<file path="config.mk">
export PLATFORM = sky130hd
export DESIGN_NAME = reader_writer_lock_manager
export DESIGN_NICKNAME = d
export VERILOG_FILES = /design/src/design/rwlm_pkg.sv /design/src/design/rwlm_ram.sv /design/src/design/reader_writer_lock_manager.sv
export SDC_FILE = /design/constraint.sdc
export NUM_CORES = 1
export LEC_CHECK = 0
export BUFFER_PORTS_ARGS = -buffer_cell sky130_fd_sc_hd__buf_2
export CORE_ASPECT_RATIO = 0.7
export CORE_UTILIZATION = 53
export DETAILED_ROUTE_END_ITERATION = 10
export PLACE_DENSITY = 0.7
export SLEW_MARGIN = 30
export SYNTH_ARGS = -nofsm -noshare
export SYNTH_HDL_FRONTEND = slang
export SYNTH_SLANG_ARGS = --single-unit
</file>
<file path="constraint.sdc">
create_clock -name clock -period 4.29 [get_ports clock]
set_clock_uncertainty 0.15 [all_clocks]
set_input_delay 0.429 -clock clock [delete_from_list [all_inputs] [get_ports clock]]
set_output_delay 0.429 -clock clock [all_outputs]
set_load 0.02 [all_outputs]
</file>
<file path="src/design/rwlm_pkg.sv">
package rwlm_pkg;

   localparam int DEFAULT_QUEUE_DEPTH  = 16;
   localparam int DEFAULT_TASK_ID_BITS = 8;

   localparam int          READER_BITS = 8;
   localparam logic [7:0]  READER_MAX  = 8'd255;

   typedef enum logic [1:0] {
      OP_READ    = 2'd0,
      OP_WRITE   = 2'd1,
      OP_RELEASE = 2'd2,
      OP_NONE    = 2'd3
   } opcode_type;

   typedef enum logic [1:0] {
      MODE_FREE  = 2'd0,
      MODE_READ  = 2'd1,
      MODE_WRITE = 2'd2
   } mode_type;

   typedef enum logic [1:0] {
      ST_IDLE,
      ST_DECIDE,
      ST_WAKE
   } state_type;

endpackage

</file>
<file path="src/design/rwlm_ram.sv">
module rwlm_ram #(
   parameter int WIDTH = 9,
   parameter int DEPTH = 16
) (
   input  logic                     clock,
   input  logic                     wr_en,
   input  logic [$clog2(DEPTH)-1:0] wr_addr,
   input  logic [WIDTH-1:0]         wr_data,
   input  logic [$clog2(DEPTH)-1:0] rd_addr,
   output logic [WIDTH-1:0]         rd_data
);

   logic [WIDTH-1:0] mem [DEPTH];
   logic [WIDTH-1:0] rd_data_ff;

   always_ff @(posedge clock) begin
      if (wr_en) begin
         mem[wr_addr] <= wr_data;
      end
      rd_data_ff <= mem[rd_addr];
   end

   assign rd_data = rd_data_ff;

endmodule

</file>
<file path="src/design/reader_writer_lock_manager.sv">
// A write grant or a refusal is registered onto rsp from the decide state; a read grant
// passes through the wake state and is registered onto rsp from there. A new request is taken
// once the previous one is finished, and each further reader woken from the queue adds one
// more response from the wake state, paced by the registered queue memory read.
// Synchronous active-high reset frees the lock and empties the queue; the queue memory itself
// is not cleared, as only entries that have been written are ever read.
module reader_writer_lock_manager #(
   parameter int QUEUE_DEPTH  = rwlm_pkg::DEFAULT_QUEUE_DEPTH,
   parameter int TASK_ID_BITS = rwlm_pkg::DEFAULT_TASK_ID_BITS
) (
   input  logic                                  clock,
   input  logic                                  reset,
   input  logic                                  req_tvalid,
   output logic                                  req_tready,
   input  logic [((TASK_ID_BITS+7)/8)*8-1:0]     req_tdata,   // task_id
   input  logic [1:0]                            req_tuser,   // opcode
   output logic                                  rsp_tvalid,
   input  logic                                  rsp_tready,
   output logic [((TASK_ID_BITS+7)/8)*8-1:0]     rsp_tdata,   // granted_task
   output logic [1:0]                            rsp_tuser,   // refused, grant_is_write
   output logic                                  rsp_tlast
);

   localparam int TDATA_W = ((TASK_ID_BITS + 7) / 8) * 8;
   localparam int PTR_W   = $clog2(QUEUE_DEPTH);
   localparam int CNT_W   = $clog2(QUEUE_DEPTH + 1);
   localparam int ENTRY_W = TASK_ID_BITS + 1;

   rwlm_pkg::state_type  state_ff, state_in;
   rwlm_pkg::opcode_type op_ff, op_in;
   rwlm_pkg::mode_type   mode_ff, mode_in;

   logic [TASK_ID_BITS-1:0]          task_ff, task_in;
   logic [TASK_ID_BITS-1:0]          pend_ff, pend_in;
   logic [rwlm_pkg::READER_BITS-1:0] rc_ff, rc_in;
   logic [PTR_W-1:0]                 head_ff, head_in;
   logic [PTR_W-1:0]                 tail_ff, tail_in;
   logic [CNT_W-1:0]                 count_ff, count_in;

   logic                    rsp_valid_ff, rsp_valid_in;
   logic [TASK_ID_BITS-1:0] rsp_task_ff, rsp_task_in;
   logic                    rsp_write_ff, rsp_write_in;
   logic                    rsp_refused_ff, rsp_refused_in;
   logic                    rsp_last_ff, rsp_last_in;

   logic                    mem_we;
   logic [ENTRY_W-1:0]      mem_wdata;
   logic [ENTRY_W-1:0]      mem_rdata;
   logic                    head_kind;
   logic [TASK_ID_BITS-1:0] head_task;
   logic                    nonempty, full, out_free, req_fire;
   logic                    emit, emit_write, emit_refused, emit_last;
   logic [TASK_ID_BITS-1:0] emit_task;
   logic                    go_wake, wake_more;
   logic                    enq_kind;

   assign req_fire  = req_tvalid && req_tready;
   assign nonempty  = count_ff != '0;
   assign full      = count_ff == CNT_W'(QUEUE_DEPTH);
   assign out_free  = !rsp_valid_ff || rsp_tready;
   assign head_kind = mem_rdata[TASK_ID_BITS];
   assign head_task = mem_rdata[TASK_ID_BITS-1:0];
   assign wake_more = nonempty && !head_kind && (rc_ff < rwlm_pkg::READER_MAX);

   rwlm_ram #(
      .WIDTH (ENTRY_W),
      .DEPTH (QUEUE_DEPTH)
   ) u_queue_ram (
      .clock   (clock),
      .wr_en   (mem_we),
      .wr_addr (tail_ff),
      .wr_data (mem_wdata),
      .rd_addr (head_in),
      .rd_data (mem_rdata)
   );

   assign mem_wdata = {enq_kind, task_ff};

   always_comb begin
      state_in = state_ff;
      unique case (state_ff)
         rwlm_pkg::ST_IDLE: begin
            if (req_fire) begin
               state_in = rwlm_pkg::ST_DECIDE;
            end
         end
         rwlm_pkg::ST_DECIDE: begin
            if (out_free) begin
               state_in = go_wake ? rwlm_pkg::ST_WAKE : rwlm_pkg::ST_IDLE;
            end
         end
         rwlm_pkg::ST_WAKE: begin
            if (out_free && !wake_more) begin
               state_in = rwlm_pkg::ST_IDLE;
            end
         end
         default: state_in = rwlm_pkg::ST_IDLE;
      endcase
   end

   always_comb begin
      op_in        = op_ff;
      task_in      = task_ff;
      pend_in      = pend_ff;
      mode_in      = mode_ff;
      rc_in        = rc_ff;
      head_in      = head_ff;
      tail_in      = tail_ff;
      count_in     = count_ff;
      mem_we       = 1'b0;
      enq_kind     = 1'b0;
      emit         = 1'b0;
      emit_task    = task_ff;
      emit_write   = 1'b0;
      emit_refused = 1'b0;
      emit_last    = 1'b1;
      go_wake      = 1'b0;

      unique case (state_ff)
         rwlm_pkg::ST_IDLE: begin
            if (req_fire) begin
               op_in   = rwlm_pkg::opcode_type'(req_tuser);
               task_in = req_tdata[TASK_ID_BITS-1:0];
            end
         end
         rwlm_pkg::ST_DECIDE: begin
            if (out_free) begin
               unique case (op_ff)
                  rwlm_pkg::OP_READ: begin
                     if (mode_ff == rwlm_pkg::MODE_WRITE ||
                         (mode_ff == rwlm_pkg::MODE_READ && nonempty && head_kind)) begin
                        if (full) begin
                           emit         = 1'b1;
                           emit_refused = 1'b1;
                        end else begin
                           mem_we = 1'b1;
                        end
                     end else if (rc_ff == rwlm_pkg::READER_MAX) begin
                        emit         = 1'b1;
                        emit_refused = 1'b1;
                     end else begin
                        rc_in   = rc_ff + 1'b1;
                        mode_in = rwlm_pkg::MODE_READ;
                        pend_in = task_ff;
                        go_wake = 1'b1;
                     end
                  end
                  rwlm_pkg::OP_WRITE: begin
                     if (mode_ff != rwlm_pkg::MODE_FREE) begin
                        if (full) begin
                           emit         = 1'b1;
                           emit_refused = 1'b1;
                        end else begin
                           mem_we   = 1'b1;
                           enq_kind = 1'b1;
                        end
                     end else begin
                        mode_in    = rwlm_pkg::MODE_WRITE;
                        emit       = 1'b1;
                        emit_write = 1'b1;
                     end
                  end
                  rwlm_pkg::OP_RELEASE: begin
                     if (rc_ff > 8'd1) begin
                        rc_in = rc_ff - 1'b1;
                     end else begin
                        rc_in   = '0;
                        mode_in = rwlm_pkg::MODE_FREE;
                        if (nonempty) begin
                           head_in  = (head_ff == PTR_W'(QUEUE_DEPTH - 1)) ? '0 :
                                      head_ff + 1'b1;
                           count_in = count_ff - 1'b1;
                           if (head_kind) begin
                              mode_in    = rwlm_pkg::MODE_WRITE;
                              emit       = 1'b1;
                              emit_write = 1'b1;
                              emit_task  = head_task;
                           end else begin
                              rc_in   = 8'd1;
                              mode_in = rwlm_pkg::MODE_READ;
                              pend_in = head_task;
                              go_wake = 1'b1;
                           end
                        end
                     end
                  end
                  default: begin
                  end
               endcase
               if (mem_we) begin
                  tail_in  = (tail_ff == PTR_W'(QUEUE_DEPTH - 1)) ? '0 : tail_ff + 1'b1;
                  count_in = count_ff + 1'b1;
               end
            end
         end
         rwlm_pkg::ST_WAKE: begin
            if (out_free) begin
               emit      = 1'b1;
               emit_task = pend_ff;
               emit_last = !wake_more;
               if (wake_more) begin
                  head_in  = (head_ff == PTR_W'(QUEUE_DEPTH - 1)) ? '0 : head_ff + 1'b1;
                  count_in = count_ff - 1'b1;
                  rc_in    = rc_ff + 1'b1;
                  pend_in  = head_task;
               end
            end
         end
         default: begin
         end
      endcase
   end

   always_comb begin
      rsp_valid_in   = rsp_valid_ff && !rsp_tready;
      rsp_task_in    = rsp_task_ff;
      rsp_write_in   = rsp_write_ff;
      rsp_refused_in = rsp_refused_ff;
      rsp_last_in    = rsp_last_ff;
      if (emit) begin
         rsp_valid_in   = 1'b1;
         rsp_task_in    = emit_task;
         rsp_write_in   = emit_write;
         rsp_refused_in = emit_refused;
         rsp_last_in    = emit_last;
      end
   end

   always_ff @(posedge clock) begin
      if (reset) begin
         state_ff     <= rwlm_pkg::ST_IDLE;
         mode_ff      <= rwlm_pkg::MODE_FREE;
         rc_ff        <= '0;
         head_ff      <= '0;
         tail_ff      <= '0;
         count_ff     <= '0;
         rsp_valid_ff <= 1'b0;
      end else begin
         state_ff     <= state_in;
         mode_ff      <= mode_in;
         rc_ff        <= rc_in;
         head_ff      <= head_in;
         tail_ff      <= tail_in;
         count_ff     <= count_in;
         rsp_valid_ff <= rsp_valid_in;
      end
   end

   always_ff @(posedge clock) begin
      op_ff          <= op_in;
      task_ff        <= task_in;
      pend_ff        <= pend_in;
      rsp_task_ff    <= rsp_task_in;
      rsp_write_ff   <= rsp_write_in;
      rsp_refused_ff <= rsp_refused_in;
      rsp_last_ff    <= rsp_last_in;
   end

   assign req_tready = state_ff == rwlm_pkg::ST_IDLE;
   assign rsp_tvalid = rsp_valid_ff;
   assign rsp_tdata  = TDATA_W'(rsp_task_ff);
   assign rsp_tuser  = {rsp_refused_ff, rsp_write_ff};
   assign rsp_tlast  = rsp_last_ff;

   a_count_bound: assert property (@(posedge clock) disable iff (reset)
      count_ff <= CNT_W'(QUEUE_DEPTH))
      else $error("waiting queue count exceeds its depth");

   a_readers_match_mode: assert property (@(posedge clock) disable iff (reset)
      (mode_ff == rwlm_pkg::MODE_READ) == (rc_ff != '0))
      else $error("reader count disagrees with lock mode");

   a_wake_in_read: assert property (@(posedge clock) disable iff (reset)
      state_ff == rwlm_pkg::ST_WAKE |-> mode_ff == rwlm_pkg::MODE_READ)
      else $error("readers woken while the lock is not held for reading");

endmodule
</file>
==> reports/metrics.yaml, run 1 <==
ant_nets: 0
holdPathStages: 4
portBuffers: 26
synth_nets: 789
firstDrtPassIters: 5
hold_class: "primary input to register"
clk_pin_slew_ps: 70
power.switching_uw: 1020
rsz0062_at_grt: "false"
whs_ps: 176
tns_ps: 0
cts_root_buffer: "clkbuf_16"
nFillCells: 1339
antenna_found_initial: 0
min-delay-start: "req_tvalid"
r2r_setup_slack_ps: 320
synthCells: 756
worst_pin_slew_ps: 970
synthesis.area_mm2: 0.00946
yosysTopAreaCellShare_pct: 54.9
synthDistinctLibCells: 66
postLayoutCellArea_mm2: 0.0106
cp_data_arrival_time_ps: 4250
worstSkewPairLatency_ps: 490
yosysSeqAreaShare_pct: 62.3
p_per_area_mw_per_mm2: 410
vdd_drop_max_v: 0.000359
cts.sink_count: 208
h-tree-depth: 1
async_flop_share_pct: 0
die_h_um: 114
max_freq_mhz: 252
layout_min_cycle_time_ps: 3970
grt_max_degree: 55
cts.repair.resized: 0
p_leak_uw: 0.00365
core_area_mm2: 0.0173
cts_tree: "built"
drt_iter0_markers: 867
synth-seq-cells: 208
startpoint_type: "register"
swShare_pct: 23.5
postCtsSetupRepairBufs: 0
post_dp_cell_area_mm2: 0.00992
status: "finished clean"
cp-end-kind: "register"
p_clk_share_pct: 38.8
detail_route.vias_per_cell: 6.24
cp.required_ps: 4580
wl_mm: 22.5
die_w_um: 162
ys_warn_count: 0
nets: 831
die_area_mm2: 0.0184
hold_violations: 0
layout_commonest_cell: "edfxtp_1"
ys_top_cells_by_area: "edfxtp_1 55%, dfxtp_1 7.4%, nand2_1 2.7%, ha_1 2.5%, mux2i_1 2.3%"
gr-total-overflow: 0
start_util_pct: 54.6
antenna_cells: 0
timing.rr.end: "u_queue_ram.rd_data[7]"
setup_viol: 0
max-cap-violations: 0
cp_max_fo: 54
syn_avg_cell_area_um2: 12.5
post-dp-hpwl_mm: 14.9
synth_edf_count: 173
drc: 0
pwr-share-comb_pct: 8.7
place.gp.congestion: 0.884
slew_headroom_pct: 33.7
timing.rr.start: "count_ff[0]"
placementRows: 40
reg2reg_depth: 11
seqPwrFrac_pct: 52.5
wl_per_cell_um: 21.6
ios: 27
drive_gt1_share_pct: 14.8
mostFrequentLayoutCells: "173 x edfxtp_1, 69 x nand2_1, 48 x nor2_1, 35 x dfxtp_1, 33 x a21oi_1"
yosysTopAreaCell: "edfxtp_1"
grt_use_total_pct: 25.0
syn2layout_area_growth_pct: 12.5
numCtsBuffers: 21
slew_violations: 0
dr_total_vias: 6506
fin_crit_sh_pct: 92.5
grt_pass1_vias: 6127
critical_path_class: "register to register"
clock_path_buffers: 3
grt_pass1_wl_mm: 35.0
worstHoldEndpoint: "state_ff[0]"
synth_flop_cell: "edfxtp_1"
internal-power_uw: 3340
-- critical path, stage by stage (launching register included) --
cell       delay [ps]
dfxtp_1           340
inv_1             130
ha_1              190
or4b_4            520
nand3_2           150
or2_1             270
mux2i_1           490
or2_1             220
buf_12            240
a211oi_1           80
a2111oi_0         870
or4_1             230
-- area by class of cell --
| cell class | instances | area, µm² | share of cell area, % |
|---|---|---|---|
| Clock buffer | 27 | 548 | 5.15 |
| Clock inverter | 10 | 72.6 | 0.682 |
| Inverter | 21 | 78.8 | 0.740 |
| Multi-Input combinational cell | 479 | 3290 | 30.9 |
| Sequential cell | 208 | 5900 | 55.4 |
| Tap cell | 231 | 289 | 2.72 |
| Timing Repair Buffer | 67 | 475 | 4.47 |
-- worst max-delay path by stage --
stage,from,to,slack [ps],cells past startpoint
finish,count_ff[0],u_queue_ram.rd_data[7],320,11
global route,count_ff[0],u_queue_ram.rd_data[7],140,11
floorplan,op_ff[0],u_queue_ram.rd_data[7],990,13
global placement,count_ff[0],u_queue_ram.rd_data[7],450,11
CTS,count_ff[0],u_queue_ram.rd_data[7],440,11
detailed placement,count_ff[0],u_queue_ram.rd_data[7],480,11
-- routing by layer --
metal / part of all wire [%] / GRT usage [%]
met1: 48 / 39.6
met2: 42 / 35.1
met3: 8.6 / 5.35
met4: 1.7 / 5.28
met5: 0 / 0
-- cells in the mapped netlist (all sizes together), types with 3 or more instances --
cell and n:
o21ai 24, edfxtp 173, or4 11, and3 10, and2 3, nor2 52
a2111oi 10, nor3 14, mux2 18, nor3b 19, dfxtp 35, o22ai 3
a31oi 5, ha 19, nand4 7, xnor2 4, nand2b 12, nor2b 4
o211a 10, clkbuf 28, o221ai 9, buf 20, o21a 3, mux2i 22
a211oi 29, a21oi 33, nand2 70, a311oi 25, a22oi 9, nand3 26
inv 21
-- power groups by stage --
stage                     logic [µW]  clock network [µW]  registers [µW]
after floorplan                  258                   0            2310
final                            378                1690            2290
after detailed placement         359                   0            2330
after CTS                        368                1710            2290
after global placement           349                   0            2330
after global routing             407                1780            2290
-- sequential cells by signal, indices dropped and copies added (netlist names) --
name / flops
rsp_tlast: 1
state_ff: 2
u_queue_ram.rd_data: 9
task_ff: 8
u_queue_ram.mem: 144
rsp_tdata: 8
count_ff: 5
head_ff: 4
rc_ff: 8
rsp_tvalid: 1
tail_ff: 4
op_ff: 2
rsp_write_ff: 1
rsp_refused_ff: 1
mode_ff: 2
pend_ff: 8
-- cell families after synthesis --
family | after synthesis | synth area share (%)
simple gates | 239 | 13.1
mux | 40 | 4.51
buf+inv | 69 | 3.17
xor+xnor | 6 | 0.555
fa+ha+maj | 19 | 2.51
flops | 208 | 62.3
compound gates | 175 | 13.9
-- metrics by stage --
step / instances / power (µW) / worst slack, ps / utilization, %
after floorplan: 756 / 2570 / 990 / -
after global placement: 996 / 2680 / 453 / 57.2
after detailed placement: 996 / 2690 / 480 / 57.3
after CTS: 1043 / 4360 / 436 / 61.4
after global routing: 1043 / 4490 / 142 / 61.5
final: 1043 / 4360 / 324 / 61.5
-- timing repair --
action,CTS,global route
hold buffers,10,0
endpoints found under the hold margin,10,0
setup endpoints to repair,0,0
(Power assumes the default switching activity.)
==> run 2: changes to the inputs <==
Clock period 4.29 ns to 4.9 ns, I/O delays scaled along.
==> run 2 against run 1 <==
  * Power is 11% lower
  * Maximum frequency fell by 4.3%
  * Via count is 1.1% higher
  * Clock power decreased by 9%
  * Final area shrank 0.45%
  * Critical path type unchanged
  * Critical endpoint is now u_queue_ram.rd_data[8]
==> reports/metrics.yaml, run 2 (synthesis results as in run 1) <==
status: "finished clean"
drive_gt1_share_pct: 14.3
worstSkewPairLatency_ps: 510
wl_mm: 23.2
dr_total_vias: 6575
wl_per_cell_um: 22.4
h-tree-depth: 1
hold_violations: 0
cts_hold_buffers: 7
register_area_mm2: 0.00590
p_clk_share_pct: 39.6
tns_ps: 0
critPathLaunch: "rc_ff[0]"
min-delay-start: "req_tdata[6]"
grt_use_total_pct: 25.8
drt_iter0_markers: 683
slew_headroom_pct: 34.6
timing.rr.start: "rc_ff[0]"
drc: 0
fin_cells: 1036
cts.sink_count: 208
critical_path_class: "register to register"
largest_register_ffs: 144
clock_path_buffers: 3
crit_end: "u_queue_ram.rd_data[8]"
die_w_um: 162
ant_nets: 0
place.gp.congestion: 0.878
nets: 823
worst_pin_slew_ps: 971
cp_max_fo: 28
max_freq_mhz: 241
die_area_mm2: 0.0184
clk_pin_slew_ps: 60
cts_tree: "built"
startpoint_type: "register"
gr-total-overflow: 0
fin_crit_sh_pct: 84.5
largest-register: "u_queue_ram.mem"
p_per_area_mw_per_mm2: 364
cts.repair.resized: 0
rsz0062_at_grt: "false"
p_leak_uw: 0.00361
start_util_pct: 54.6
pwr-share-comb_pct: 8.6
grt_pass1_wl_mm: 35.7
syn2layout_area_growth_pct: 12.0
dp_cells: 991
layout_commonest_cell: "edfxtp_1"
core_area_mm2: 0.0173
vdd_drop_max_v: 0.000266
post-dp-hpwl_mm: 15.5
cp-end-kind: "register"
power.switching_uw: 904
mostFrequentLayoutCells: "173 x edfxtp_1, 69 x nand2_1, 47 x nor2_1, 35 x dfxtp_1, 33 x a21oi_1"
reg2reg_depth: 9
timing.rr.end: "u_queue_ram.rd_data[8]"
grt_max_degree: 38
postCtsSetupRepairBufs: 0
cts_root_buffer: "clkbuf_16"
multi_input_area_mm2: 0.00329
internal-power_uw: 2950
die_h_um: 114
slew_violations: 0
seqPwrFrac_pct: 51.7
cp_data_arrival_time_ps: 4370
layout_min_cycle_time_ps: 4140
max-cap-violations: 0
firstDrtPassIters: 5
detail_route.vias_per_cell: 6.35
numCtsBuffers: 21
hold_class: "primary input to register"
r2r_setup_slack_ps: 760
grt_pass1_vias: 6323
antenna_found_initial: 1
nFillCells: 1409
placementRows: 40
cp.required_ps: 5130
ios: 27
swShare_pct: 23.4
setup_viol: 0
portBuffers: 26
-- run 2: per-stage QoR --
step                power (µW)  util (%)  hold WS (ps)  instance area, µm²  setup slack [ps]
floorplan                 2250         -           303                9460              1600
global placement          2340      56.9           312                9860               827
detailed placement        2350      57.0           334                9870               858
CTS                       3870      61.1          1.44               10600               831
global route              3960      61.2          11.5               10600               519
finish                    3860      61.2          20.6               10600               757
-- run 2: how the worst min path moves through the flow --
stage                  to  depth (start not counted)
5_1_grt        task_ff[6]                          1
2_1_floorplan  mode_ff[1]                          2
3_5_place_dp   mode_ff[1]                          2
3_3_place_gp   mode_ff[1]                          2
6_report       task_ff[6]                          1
4_1_cts        task_ff[7]                          1
-- run 2: cell type report --
class,count,share of cell area [%]
inverters,21,0.744
clock buffers,30,5.48
flip-flops and latches,208,55.6
repair buffers,59,3.73
clock inverters,7,0.602
diodes,1,0.0236
multi-input cells,479,31.1
well taps,231,2.73
-- run 2: power groups by stage --
stage | Clock (µW) | Sequential, µW | Combinational [µW]
floorplan | 0 | 2020 | 225
global placement | 0 | 2030 | 308
detailed placement | 0 | 2030 | 319
CTS | 1550 | 2000 | 325
global route | 1600 | 2000 | 361
finish | 1530 | 2000 | 332
-- run 2: metal layers --
metal	track usage (%)	routed length [µm]	share of wire [%]	vias up
li1	-	-	-	2990
met1	39.5	10800	47	3223
met2	37.8	9860	43	328
met3	4.65	2060	8.9	34
met4	6.98	451	1.9	0
met5	0	0	0	-
-- run 2: critical path, stage by stage, from the launching register on --
cell,delay (ps)
dfxtp_1,440
ha_1,260
nand4_1,260
o211ai_2,410
nor2_2,130
a311oi_4,770
nand2_4,420
nand2_1,440
a311oi_1,170
or4_1,560
